File: config.mk
export PLATFORM = sky130hd
export DESIGN_NAME = jpeg_bit_packer_stuff
export DESIGN_NICKNAME = d
export VERILOG_FILES = /design/src/hdl/jbps_pkg.sv /design/src/hdl/jpeg_bit_packer_stuff.sv
export SDC_FILE = /design/constraint.sdc
export NUM_CORES = 1
export LEC_CHECK = 0
export BUFFER_PORTS_ARGS = -buffer_cell sky130_fd_sc_hd__buf_2
export CORE_ASPECT_RATIO = 0.9
export CORE_MARGIN = 2
export CORE_UTILIZATION = 50
export CTS_CLUSTER_SIZE = 30
export DETAILED_ROUTE_END_ITERATION = 10
export PLACE_DENSITY = 0.75
export SLEW_MARGIN = 20
export SYNTH_ARGS = -nofsm -noshare
export SYNTH_HDL_FRONTEND = slang
export SYNTH_SLANG_ARGS = --single-unit
File: constraint.sdc
create_clock -name clk -period 2.2 [get_ports clk]
set_input_delay 0.66 -clock clk [delete_from_list [all_inputs] [get_ports clk]]
set_output_delay 0.66 -clock clk [all_outputs]
set_load 0.005 [all_outputs]
File: src/hdl/jbps_pkg.sv
// jbps_pkg: types and constants for the jpeg bit packer with byte stuffing
// used by jpeg_bit_packer_stuff and its checker; depends on nothing

package jbps_pkg;

  // field widths
  localparam int CodeW  = 16;
  localparam int CountW = 5;
  localparam int IdxW   = 4;
  localparam int ByteW  = 8;
  localparam int PendW  = 3;

  // longest code accepted, clipped to the code field
  localparam int MaxCodeBits = 16;
  localparam int CodeLimit   = (MaxCodeBits < CodeW) ? MaxCodeBits : CodeW;

  // byte stuffing codes
  localparam logic [ByteW-1:0] StuffTrigger = 8'hFF;
  localparam logic [ByteW-1:0] StuffByte    = 8'h00;

  // input mode codes
  localparam logic ModeAppend = 1'b0;
  localparam logic ModeFlush  = 1'b1;

  // input word
  typedef struct packed {
    logic              mode;
    logic [CodeW-1:0]  code_bits;
    logic [CountW-1:0] bit_count;
  } jbps_in_t;

  // output word
  typedef struct packed {
    logic [ByteW-1:0] out_byte;
    logic             last_of_run;
  } jbps_out_t;

  // sequencer states
  typedef enum logic [2:0] {
    ST_IDLE  = 3'b001,
    ST_SHIFT = 3'b010,
    ST_STUFF = 3'b100
  } jbps_state_t;

endpackage

File: src/hdl/jpeg_bit_packer_stuff.sv
// jpeg_bit_packer_stuff: bit-serial jpeg entropy bit writer with 0xff byte stuffing
// depends on jbps_pkg for word types, constants and state codes
//
// timing: an append of n bits is shifted in one bit at a time, and a stuffed zero follows each
// 0xff byte; the first byte appears in the cycle after the shift that completes it
// input: one word at a time; the input stalls until the code or pad bits and any stuffed
// zeros are out, and shifting holds while a completed byte waits at a stalled output
// reset: synchronous active-high rst empties the pending bits and the output register

module jpeg_bit_packer_stuff (
  input  logic               clk,
  input  logic               rst,
  input  logic               code_valid,
  output logic               code_stall,
  input  jbps_pkg::jbps_in_t code_word,
  output logic               byte_valid,
  input  logic               byte_stall,
  output jbps_pkg::jbps_out_t byte_word
);

  jbps_pkg::jbps_state_t state, state_next;
  logic [jbps_pkg::CodeW-1:0]  code_q, code_q_next;
  logic [jbps_pkg::CountW-1:0] rem, rem_next;
  logic [jbps_pkg::ByteW-2:0]  acc, acc_next;
  logic [jbps_pkg::PendW-1:0]  pcnt, pcnt_next;
  logic                        out_valid, out_valid_next;
  jbps_pkg::jbps_out_t         out_q, out_q_next;

  logic                        accept;
  logic                        out_free;
  logic [jbps_pkg::CountW-1:0] rem_m1;
  logic                        cur_bit;
  logic                        full;
  logic [jbps_pkg::ByteW-1:0]  new_byte;
  logic                        count_ok;

  assign code_stall = (state != jbps_pkg::ST_IDLE);
  assign accept     = code_valid && !code_stall;
  assign out_free   = !out_valid || !byte_stall;
  assign byte_valid = out_valid;
  assign byte_word  = out_q;

  // serial bit select, msb of the remaining code first
  assign rem_m1   = rem - jbps_pkg::CountW'(1);
  assign cur_bit  = code_q[rem_m1[jbps_pkg::IdxW-1:0]];
  assign full     = (pcnt == {jbps_pkg::PendW{1'b1}});
  assign new_byte = {acc, cur_bit};
  assign count_ok = (code_word.bit_count != '0) &&
                    (code_word.bit_count <= jbps_pkg::CountW'(jbps_pkg::CodeLimit));

  // sequencer
  always_comb begin
    state_next     = state;
    code_q_next    = code_q;
    rem_next       = rem;
    acc_next       = acc;
    pcnt_next      = pcnt;
    out_q_next     = out_q;
    out_valid_next = out_valid && byte_stall;
    case (state)
      jbps_pkg::ST_IDLE: begin
        if (accept) begin
          if (code_word.mode == jbps_pkg::ModeFlush) begin
            // flush pads with ones up to the byte boundary
            if (pcnt != '0) begin
              code_q_next = '1;
              rem_next    = jbps_pkg::CountW'(jbps_pkg::ByteW) - jbps_pkg::CountW'(pcnt);
              state_next  = jbps_pkg::ST_SHIFT;
            end
          end else if (count_ok) begin
            code_q_next = code_word.code_bits;
            rem_next    = code_word.bit_count;
            state_next  = jbps_pkg::ST_SHIFT;
          end
        end
      end
      jbps_pkg::ST_SHIFT: begin
        if (!full || out_free) begin
          rem_next = rem_m1;
          if (full) begin
            // byte complete, hand it to the output register
            out_valid_next         = 1'b1;
            out_q_next.out_byte    = new_byte;
            out_q_next.last_of_run = (rem_m1 < jbps_pkg::CountW'(jbps_pkg::ByteW)) &&
                                     (new_byte != jbps_pkg::StuffTrigger);
            acc_next  = '0;
            pcnt_next = '0;
            if (new_byte == jbps_pkg::StuffTrigger) begin
              state_next = jbps_pkg::ST_STUFF;
            end else if (rem_m1 == '0) begin
              state_next = jbps_pkg::ST_IDLE;
            end
          end else begin
            acc_next  = new_byte[jbps_pkg::ByteW-2:0];
            pcnt_next = pcnt + jbps_pkg::PendW'(1);
            if (rem_m1 == '0) begin
              state_next = jbps_pkg::ST_IDLE;
            end
          end
        end
      end
      jbps_pkg::ST_STUFF: begin
        // stuffed zero after a 0xff byte
        if (out_free) begin
          out_valid_next         = 1'b1;
          out_q_next.out_byte    = jbps_pkg::StuffByte;
          out_q_next.last_of_run = (rem < jbps_pkg::CountW'(jbps_pkg::ByteW));
          state_next = (rem == '0) ? jbps_pkg::ST_IDLE : jbps_pkg::ST_SHIFT;
        end
      end
      default: begin
        state_next = jbps_pkg::ST_IDLE;
      end
    endcase
  end

  // control and pending state
  always_ff @(posedge clk) begin
    if (rst) begin
      state     <= jbps_pkg::ST_IDLE;
      acc       <= '0;
      pcnt      <= '0;
      out_valid <= 1'b0;
    end else begin
      state     <= state_next;
      acc       <= acc_next;
      pcnt      <= pcnt_next;
      out_valid <= out_valid_next;
    end
  end

  // payload registers
  always_ff @(posedge clk) begin
    code_q <= code_q_next;
    rem    <= rem_next;
    out_q  <= out_q_next;
  end

endmodule

Word level (Yosys, flattened, before mapping):

Index checks and enable logic that the tools add are counted.

* register bits after elaboration: 44
* input port bits: 26
* output and inout bits: 11
* logic and storage cells: 83

* $add $sub $neg: 3
* magnitude comparators: 4
* equal/unequal tests: 14
* mux-type cells: 32
* reduce and logical (&&, ||, !) cells: 22

Operators by type and width (number)
* 2-to-1 mux 16 bit: 3
* 2-to-1 mux 3 bit: 10
* 2-to-1 mux 9 bit: 3
* 2-to-1 mux 5 bit: 5
* one-hot mux 9 bit (2 select lines): 1
* logical NOT 5 bit: 2
* < comparator 5 x 4 -> 1 bit, second input constant: 2
* one-hot mux 5 bit (2 select lines): 1
* AND reduction 5 bit: 2
* one-hot mux 3 bit (3 select lines): 1
* equality test 8 bit, second input constant: 1
* != test 2 bit, second input constant: 4
* != test 8 bit, second input constant: 1
* AND reduction 4 bit: 2
* 2-to-1 mux 7 bit: 1
* equality test 3 bit, second input constant: 2
* != test 3 bit, second input constant: 2
* nonzero test 2 bit: 3
* less-or-equal comparator 5 bit, second input constant: 1
* < comparator 4 x 5 -> 1 bit, second input constant: 1
* nonzero test 5 bit: 1
* subtractor 4 x 3 -> 5 bit, first input constant: 1
* subtractor 5 x 1 -> 5 bit, second input constant: 1
* binary-select mux 1 bit (select 4 bit): 1
* other kinds (13): 23

Longest topological paths before layout:

Gate-level depths: netlist of run 1.

* depth in word-level cells: 8
* gate-level depth with buffers: 8
* mapped depth without buffers: 7

Worst setup path before layout of run 1:

Ideal clock, no wire load.

* kind: reg2reg
* from: reg rem[0] (netlist name)
* to: reg state[0]
* library setup time: 0.122 ns
* data arrival time: 1.958 ns
* required time: 2.078 ns
* slack: 0.120 ns
* cell stages (with the launch flop): 9
* buffers on the path: 1
* clock period less this slack: 2.080 ns
* cell sequence: edfxtp_1 buf_6 inv_1 ha_1 mux4_2 mux2i_1 mux2_4 or2_0 a221o_1

* cells in the longest elaborated chain, start to end: 8
* elaborated cells on any way between the ends: 13
* classes of those cells: 1 x add/sub; 1 x eq/ne; 9 x mux; 2 x reduce/logical

RTL lines
* start: declaration: RTL line jpeg_bit_packer_stuff.sv:23 `logic [jbps_pkg::CountW-1:0] rem, rem_next;`
* start signal: assignment: RTL line jpeg_bit_packer_stuff.sv:135 `rem <= rem_next;`
* subtractor 5 x 1 -> 5 bit: RTL line jpeg_bit_packer_stuff.sv:44 `assign rem_m1 = rem - jbps_pkg::CountW'(1);`
* binary-select mux 1 bit (select 4 bit): RTL line jpeg_bit_packer_stuff.sv:45 `assign cur_bit = code_q[rem_m1[jbps_pkg::IdxW-1:0]];`
* 2-to-1 mux 1 bit (implied by the code): RTL line jpeg_bit_packer_stuff.sv:45
* equality test 8 bit: RTL line jpeg_bit_packer_stuff.sv:88 `if (new_byte == jbps_pkg::StuffTrigger) begin`
* 2-to-1 mux 3 bit: RTL line jpeg_bit_packer_stuff.sv:88
* 2-to-1 mux 3 bit: RTL line jpeg_bit_packer_stuff.sv:80 `if (full) begin`
* 2-to-1 mux 3 bit: RTL line jpeg_bit_packer_stuff.sv:78 `if (!full || out_free) begin`
* one-hot mux 3 bit (3 select lines) *: RTL line jpeg_bit_packer_stuff.sv:60 `case (state)`
* end signal: assignment: RTL line jpeg_bit_packer_stuff.sv:120 `state <= jbps_pkg::ST_IDLE;`
* end signal: assignment: RTL line jpeg_bit_packer_stuff.sv:125 `state <= state_next;`
* end: declaration: RTL line jpeg_bit_packer_stuff.sv:21 `jbps_pkg::jbps_state_t state, state_next;`

Mark *: on every way between the ends. The rest lies on a longest branch, timed or not. The select of a mux whose other input is x is not followed.
A chain may end at the register's enable or synchronous reset.

Worst setup path after layout of run 1:

* from: reg rem[1] (netlist name)
* to: reg state[0]

The elaborated chain is that of the path after synthesis.

==> flow_results.org, run 1 <==
** Synth
- Cells after synthesis :: 185
- Post-synth top flop :: edfxtp_1
- Number of synthesized flops with an enable pin :: 30
- The synthesized netlist occupies a cell area of 2130 um2.
- Of all flip-flops after synthesis, the portion carrying an async set or reset was 0%.
- The synthesized design contains 44 register bits.
- The netlist uses 40 different library cells.
- Net count of the mapped netlist :: 217
- Sequential elements use 55.4% of the synthesized area.
- Warning count from the yosys run :: 0
- After synthesis, the mean cell area works out to 11.5 um2.

** Clock tree
- H-Tree Depth :: 2
- Buffers inserted during clock tree synthesis total 5.
- The clock passes through at most 2 buffers.
- Clock root buffer :: clkbuf_8
- CTS saw 44 sinks.
- CTS tree :: built
- The number of setup buffers added after CTS is 0.
- After clock tree synthesis, the clock-pin slew on the worst setup and hold paths is 80 ps.
- Skew-Pair Late Insertion Delay :: 310 ps

** GRT
- The number of global-route vias before repair was 1454.
- Remaining Overflow, GRT :: 0
- Number of antenna violations at the first check in global routing :: 0
- The first global-routing pass estimated 6.78 mm of wire.
- Overall global routing resource usage :: 19.0%
- Entering global routing, the biggest net connects 25 pins.

** Floorplan
- Die Height :: 66.0 um
- Die Wd :: 72.8 um
- The initial utilization of the core area, before any placement, comes to 52.3%.
- Core Rows :: 22
- Area inside the core boundary :: 4070 um2
- Die Footprint :: 4800 um2
- I/O pin total :: 37

** Cells and area
- Area growth from synthesis to layout :: 19.0%
- # diodes :: 0
- Filler-free cell count of the finished design :: 277
- Fin nets :: 260
- Of the cells placed in the final design, the portion with a size suffix greater than 1 is 35.4%.
- Core utilization of the finished layout :: 62.3%

** Critical path
- Startpoint of the worst setup timing path :: rem[1]
- Across all register-to-register paths, the minimum setup slack is 80 ps.
- Counting buffers and inverters, the worst setup path is 7 cells deep.
- The critical path ends at state[0].
- Slowest cell on crit path :: edfxtp_1
- Worst Path Max Fanout :: 6
- At the worst endpoint, the required time is 2400 ps.
- Counting cells, the worst reg-to-reg path comes to 7.
- Dominant delay contributor by cell family on the critical path :: multiplexers
- The largest single stage delay on the critical path is 430 ps.
- Worst path buffer plus inverter count :: 1
- Walking the worst path, the cells encountered are inv_1, ha_2, mux4_2, mux2i_1, mux2_4, or2_0, a221o_1.
- Category of the most critical setup path :: reg -> reg
- The endpoint identified for the worst register-to-register timing path is state[0].
- The worst setup path is captured at a flip-flop.
- Startpoint types :: flip-flop
- The worst register-to-register path begins at rem[1].
- STA puts the critical path data arrival time at 2310 ps.

** Outcome
- The flow ran to the end, and the final reports show no timing, DRC or antenna violations.

** Routing
- Detailed-route wire length per cell :: 14.0 um
- Wirelength, routed :: 3.88 mm
- The first detailed-routing pass took 4 iterations.
- Initial DRC count :: 70
- In the routed design, unresolved DRC markers number 0.
- Using the TritonRoute via totals, the vias-per-cell ratio works out to 5.34.
- The routed layout has 1480 vias.
- The detail route stage leaves a number of antenna-violating nets equal to 0.

** Placed design
- The wire-length estimate of the detail-placed layout is 2.95 mm.
- During placement, the flow inserted port buffers numbering 36.
- Before CTS, the worst setup slack after placement is -11.6 ps.
- Routability-driven placement finished with a final weighted congestion of 0.795.
- In this run, placement finished with an instance count of 269.

** Power and ir drop
- For this design the static power due to leakage is 0.993 nW.
- Maximum vdd ir drop :: 0.000687 V
- Power per standard cell area :: 654 nW/um2

** Min path
- The tightest min-delay check is of the reg -> reg type.

** Flow run
- The tool flagged a number of max-cap violations equal to 0.

** Timing
- The final-report hold violation count is 0.
- Final Critical Period :: 2120 ps
- Max Transition Viols Final :: 0
- Worst Max-Slew Pin Slew :: 614 ps
- Setup repair after global routing left no endpoint under its margin.
- Final setup margin :: 83.8 ps
- Setup TNS :: 0 ps
- Dividing the final minimum period by the clock period gives 96.2%.
- Setup violations remaining at the end of the flow were counted as 0.
- Maximum clock frequency :: 473 MHz
- Headroom to the max-slew limit came out at 59.0%.
- Clock Skews :: 6.29 ps
- Hold is met by 495 ps.
==> logic make-up after synthesis <==
| logic type | Yosys count | share of synthesized area (%) |
|---|---|---|
| AOI/OAI and AO/OA | 31 | 9.74 |
| muxes | 10 | 7.28 |
| xor gates and xnor gates | 3 | 1.58 |
| buffers and inverters | 16 | 3.17 |
| DFF | 44 | 55.4 |
| adders and majority gates | 6 | 3.52 |
| and+or+nand+nor | 75 | 19.3 |
==> worst min-delay path: stages, from the launching register on <==
cell and delay [ps]:
dfxtp_1 340, nand2_1 60, a21oi_1 50
==> cells in the mapped netlist, drive strengths merged (5+ instances only) <==
cell    instances  area [um2]
edfxtp         30         901
or2            17         106
nor2           15        56.3
dfxtp          14         280
nand2          12        45.0
nor2b          12        75.1
a21oi           9        45.0
clkbuf          8        30.0
a22oi           7        52.6
inv             7        26.3
ha              6        75.1
mux2i           5        50.1
==> per-layer routing <==
| metal | share of wire, % | global-route usage (%) | wire length, um |
|---|---|---|---|
| met5 | 0 | 0 | 0 |
| met4 | 1.9 | 6.94 | 72 |
| met3 | 7.4 | 6.10 | 288 |
| met2 | 44 | 28.6 | 1690 |
| met1 | 47 | 25.6 | 1830 |
==> final cells by class <==
cell class | count | area [um2]
Clock inverter | 3 | 46.3
Clock buffer | 5 | 68.8
Timing Repair Buffer | 45 | 260
Sequential cell | 44 | 1180
Inverter | 7 | 26.3
Tap cell | 48 | 60.1
Multi-Input combinational cell | 125 | 893
Fill cell | 338 | 1540
==> registers in the layout, indices dropped and copies added, names as in the netlist <==
register / cells
pcnt: 3
code_q: 16
acc: 7
rem: 5
state: 3
byte_valid: 1
byte_word: 9
==> report_power, final <==
part	switching [mW]	internal [mW]
combinational	0.0589	0.0655
clock	0.286	0.342
sequential	0.00816	0.897
total	0.353	1.30
==> metrics by stage <==
stage	instance area, um2	total power, mW
global route	2540	1.72
detailed placement	2410	1.05
CTS	2530	1.67
global placement	2410	1.04
finish	2540	1.66
floorplan	2130	0.996
==> layout by cell type, fill, tap and decap left out, drive strengths merged, types with 7 or more instances in the layout <==
| cell type | Yosys | routed |
|---|---|---|
| or2 | 17 | 17 |
| edfxtp | 30 | 30 |
| inv | 7 | 8 |
| a21oi | 9 | 9 |
| nor2b | 12 | 12 |
| buf | 1 | 45 |
| nand2 | 12 | 12 |
| a22oi | 7 | 7 |
| nor2 | 15 | 15 |
| dfxtp | 14 | 14 |
==> timing repair <==
action | CTS | global route
hold buffers | 0 | 0
resized for setup | 0 | 2
setup endpoints to repair | 0 | 1
==> worst min-delay path by stage <==
stage / from / endpoint / slack, ps / cells after the start
after floorplan: acc[0] / acc[0] / 460 / 2
after global placement: byte_valid / byte_valid / 480 / 2
after detailed placement: acc[0] / acc[0] / 490 / 2
after CTS: acc[0] / acc[0] / 500 / 2
after global routing: byte_valid / byte_valid / 520 / 2
final: acc[0] / acc[0] / 500 / 2
No activity file was read; power rests on OpenSTA's default activity.
==> inputs of run 2 (changes only) <==
- ABC_AREA: default -> 1
- CORE_ASPECT_RATIO: 0.9 -> 0.5
==> flow_results.org, run 2 <==
** Clock tree
- The clock buffer count from CTS came to 5 (unchanged).
- The H-tree level count came to 2 (unchanged).
- Clock sink count :: 44 (unchanged)
- Number of hold buffers added after CTS :: 0 (unchanged)
- Skew-Pair Late Insertion Delay :: 290 ps (-20 ps)
- TritonCTS built the clock tree.
- The root buffer cell chosen for the clock tree is clkbuf_8.
- The buffer depth of the longest clock path came to 2 (unchanged).
- The post-CTS setup buffer count came to 0 (unchanged).
- The clock slew seen by the registers of the worst setup and hold paths came to 80 ps (about the same).
- Number of cells upsized or downsized after cts :: 0 (unchanged)

** Power and ir drop
- The net switching component of the power was 0.958 mW (+170%).
- The clock group share of total power came to 19.8% (-18 points).
- Power per standard cell area :: 1000 nW/um2 (+53%)
- Maximum vdd ir drop :: 0.000481 V (-30%)
- The cell leakage power came to 1.12 nW (+13%).
- Gate power share :: 37.9% (+30 points)
- Seq pwr share :: 42.3% (-12 points)
- Internal power :: 1.65 mW (+26%)
- Sw Share :: 36.8% (+15 points)

** Placed design
- The total half-perimeter wirelength after legalization and detailed placement is 3.26 mm (+10%).
- Post-Place Worst Slack :: 85.9 ps (+97.5 ps)
- Global placer's final weighted congestion :: 0.945 (+19%)
- Port Buf Inserts :: 36 (unchanged)
- The cell area after placement came to 2510 um2 (+4.3%).

** Critical path
- Signal arrival time at the worst endpoint :: 1910 ps (-400 ps)
- The signal on the critical path passes through ha_1, ha_1, o21ai_0, nor2_1.
- Most common cell type on the critical path :: ha_1
- The required time of the critical path came to 2120 ps (-280 ps).
- The highest fanout seen on the critical path came to 9 (+3).
- The number of cell instances on the worst register-to-register path is 4 (-3).
- The startpoint identified for the worst register-to-register timing path is pcnt[0].
- For this design, the slowest cell found on the critical path is nor2_1.
- The count of buffer and inverter cells on the critical path came to 0 (-1).
- The highest cell delay on the worst timing path was 610 ps (+180 ps).
- STA classifies the critical path startpoint as a flip-flop.
- The critical path is of the reg -> reg type.
- The reg2reg setup slack is 210 ps (+130 ps).
- Dominant delay contributor by cell family on the critical path :: simple AND/OR/NAND/NOR gates
- The endpoint identified for the worst register-to-register timing path is byte_word[8].
- STA classifies the critical path endpoint as a flip-flop.

** Cells and area
- The share of cells above drive strength 1 is 26.0% (-9.4 points).
- # diodes :: 0 (unchanged)
- The number of flip-flops under the largest register name was 16 (unchanged).
- The library cell used most frequently in the layout, excluding fill and tap cells, is nand2_1.
- Top register by number of flip-flops :: code_q
- The number of filler cells placed in the layout is 400 (+18%).
- Multi-input gate area :: 887 um2 (-0.70%)
- The area growth from synthesis to layout is 14.8%.
- The area of all sequential standard cells came to 1180 um2 (unchanged).
- The post-layout instance area was 2600 um2 (+2.7%).
- Fin nets :: 331 (+27%)
- Commonest cells after routing, fill and taps aside :: 63 x nand2_1, 36 x buf_2, 33 x inv_1

** Synth
- The sequential area share after synthesis came to 52.1% (-3.3 points).
- By area the synthesized netlist is led by edfxtp_1 40%, dfxtp_1 12%, nand2_1 10%, inv_1 5.5%, nand3_1 4.6%.
- Register bit total from synthesis :: 44 (unchanged)
- Net count of the mapped netlist :: 290 (+34%)
- Top cells by instance count after synthesis :: 63 x nand2_1, 33 x inv_1, 30 x edfxtp_1
- Among all flip-flop cells after synthesis, the most frequent one is edfxtp_1.
- Cells after synthesis :: 258 (+39%)
- The fraction of synthesized cell area taken by the top area cell type was 39.7% (-2.5 points).
- In the post-synthesis netlist, the cell with the most instances is nand2_1.
- Cell type with the highest aggregate area in the netlist :: edfxtp_1
- Count of distinct cell types in the synthesized netlist :: 34 (-15%)
- The area of the mapped netlist is 2270 um2 (+6.3%).
- Number of synthesized flops with an enable pin :: 30 (unchanged)
- The async set or reset register ratio after synthesis was 0% (unchanged).
- Warning count from the yosys run :: 0 (unchanged)
- The synthesized area per cell came to 8.79 um2 (-24%).

** Timing
- The final worst-path setup slack is 212 ps (+129 ps).
- Final Critical Period :: 1990 ps (-129 ps)
- Final critical-path share of the clock period :: 90.3% (-5.8 points)
- The maximum frequency from static timing analysis was 503 MHz (+6.5%).
- Final Hold Fails :: 0 (unchanged)
- The final-layout setup total negative slack came to 0 ps (unchanged).
- Worst Max-Slew Pin Slew :: 751 ps (+137 ps)
- The worst slew slack as a fraction of its limit came to 49.8% (-9.2 points).
- Setup repair after global routing left no endpoint under its margin.
- The setup-violating endpoint count in the final report was 0 (unchanged).
- Clock Skews :: 4.89 ps (-1.41 ps)
- Post-route worst hold slack :: 491 ps (-3.76 ps)
- Max Transition Viols Final :: 0 (unchanged)

** Routing
- Post-route antenna net violation count :: 0 (unchanged)
- Final routed DRC violation total :: 0 (unchanged)
- Detailed-route wire length per cell :: 11.9 um (-15%)
- The count of routing violations after the opening detailed-route iteration came to 70 (unchanged).
- The number of detailed-route iterations in the first pass is 4 (unchanged).
- Wirelength, routed :: 4.24 mm (+9.4%)
- The via count is 1797 (+21%).
- The average via count per standard cell came to 5.03 (-5.8%).

** GRT
- The overall track demand over capacity in global routing was 17.7% (-1.3 points).
- Global-route wire length before repair :: 7.09 mm (+4.5%)
- Number of global-route vias before repair :: 1626 (+12%)
- The final global-route overflow total came to 0 (unchanged).
- The initial antenna violation count is 0 (unchanged).
- The maximum number of pins on one net before global-route repair was 24 (-4.0%).

** Outcome
- Result of the run :: finished, final reports clean

** Floorplan
- Initial core utilization :: 51.7% (-0.59 points)
- The chip width came to 99.2 um (+36%).
- Die Footprint :: 5120 um2 (+6.6%)
- The number of rows in the core area was 17 (-23%).
- The height of the die came to 51.6 um (-22%).
- I/O pin total :: 37 (unchanged)
- The placeable core region is 4380 um2 (+7.6%).

** Min path
- The number of cells on the worst hold path came to 2 (unchanged).
- The path with the worst hold slack has its endpoint at acc[1].
- In this run the worst hold path is classified as reg -> reg.
- Min-delay src :: acc[1]

** Flow run
- Max-capacitance violation count :: 0 (unchanged)
## run 2: changes by cell type after synthesis, sizes merged, moves of 5 or more
cell and change:
nand2 +55, a21oi +5, clkbuf -6, o21ai +6, nor2b -12, a22oi -7, inv +29, nand3 +21
nor2 +6, mux2i -5
## run 2: power groups by stage
stage | registers [mW] | clock network [mW] | logic (mW)
floorplan | 1.11 | 0 | 0.765
global placement | 1.12 | 0 | 0.949
detailed placement | 1.12 | 0 | 0.988
CTS | 1.10 | 0.525 | 0.992
global route | 1.12 | 0.560 | 1.11
finish | 1.10 | 0.516 | 0.987
## run 2: worst max path at each step
| stage | from | end | slack (ps) | cells after the start |
|---|---|---|---|---|
| finish | pcnt[0] | byte_word[8] | 210 | 4 |
| global route | rem[0] | byte_word[0] | 40 | 13 |
| CTS | pcnt[0] | byte_word[5] | 170 | 4 |
| detailed placement | code_word[21] | rem[0] | 90 | 5 |
| global placement | code_word[21] | rem[0] | 170 | 5 |
| floorplan | code_word[1] | code_q[0] | 50 | 6 |
## run 2: through the flow
stage,cells,utilization (%),total power [mW]
finish,357,59.4,2.61
detailed placement,349,57.4,2.11
CTS,357,59.4,2.62
global placement,349,57.4,2.07
global route,357,59.4,2.79
floorplan,258,-,1.87
## run 2: logic make-up after synthesis
logic type               Yosys count  synth area share, %
AND/OR/NAND/NOR                  135                 28.8
buffers and inverters             44                 8.77
flip-flops                        44                 52.1
AO/OA/AOI/OAI                     28                 6.68
adder cells (fa/ha/maj)            6                 3.31
XOR/XNOR                           1                0.386
## run 2: area by class of cell
cell class              count  share of cell area [%]
flip-flops and latches     44                    45.4
multi-input cells         170                    34.1
repair buffers             41                    8.84
inverters                  37                    5.53
clock buffers               8                    3.46
well taps                  57                    2.74
## run 2: worst register-to-register path: cells and delay by family, from the launching register on
| family | cells | cell delay, ps |
|---|---|---|
| AO/OA/AOI/OAI | 1 | 190 |
| adder cells (fa/ha/maj) | 2 | 440 |
| flip-flops | 1 | 380 |
| AND/OR/NAND/NOR | 1 | 610 |
## run 2: per-layer routing
| layer | vias up | wire, um | track usage [%] |
|---|---|---|---|
| li1 | 919 | - | - |
| met1 | 822 | 1920 | 22.6 |
| met2 | 52 | 2030 | 30.5 |
| met3 | 4 | 261 | 4.84 |
| met4 | 0 | 33 | 3.88 |
| met5 | - | 0 | 0 |
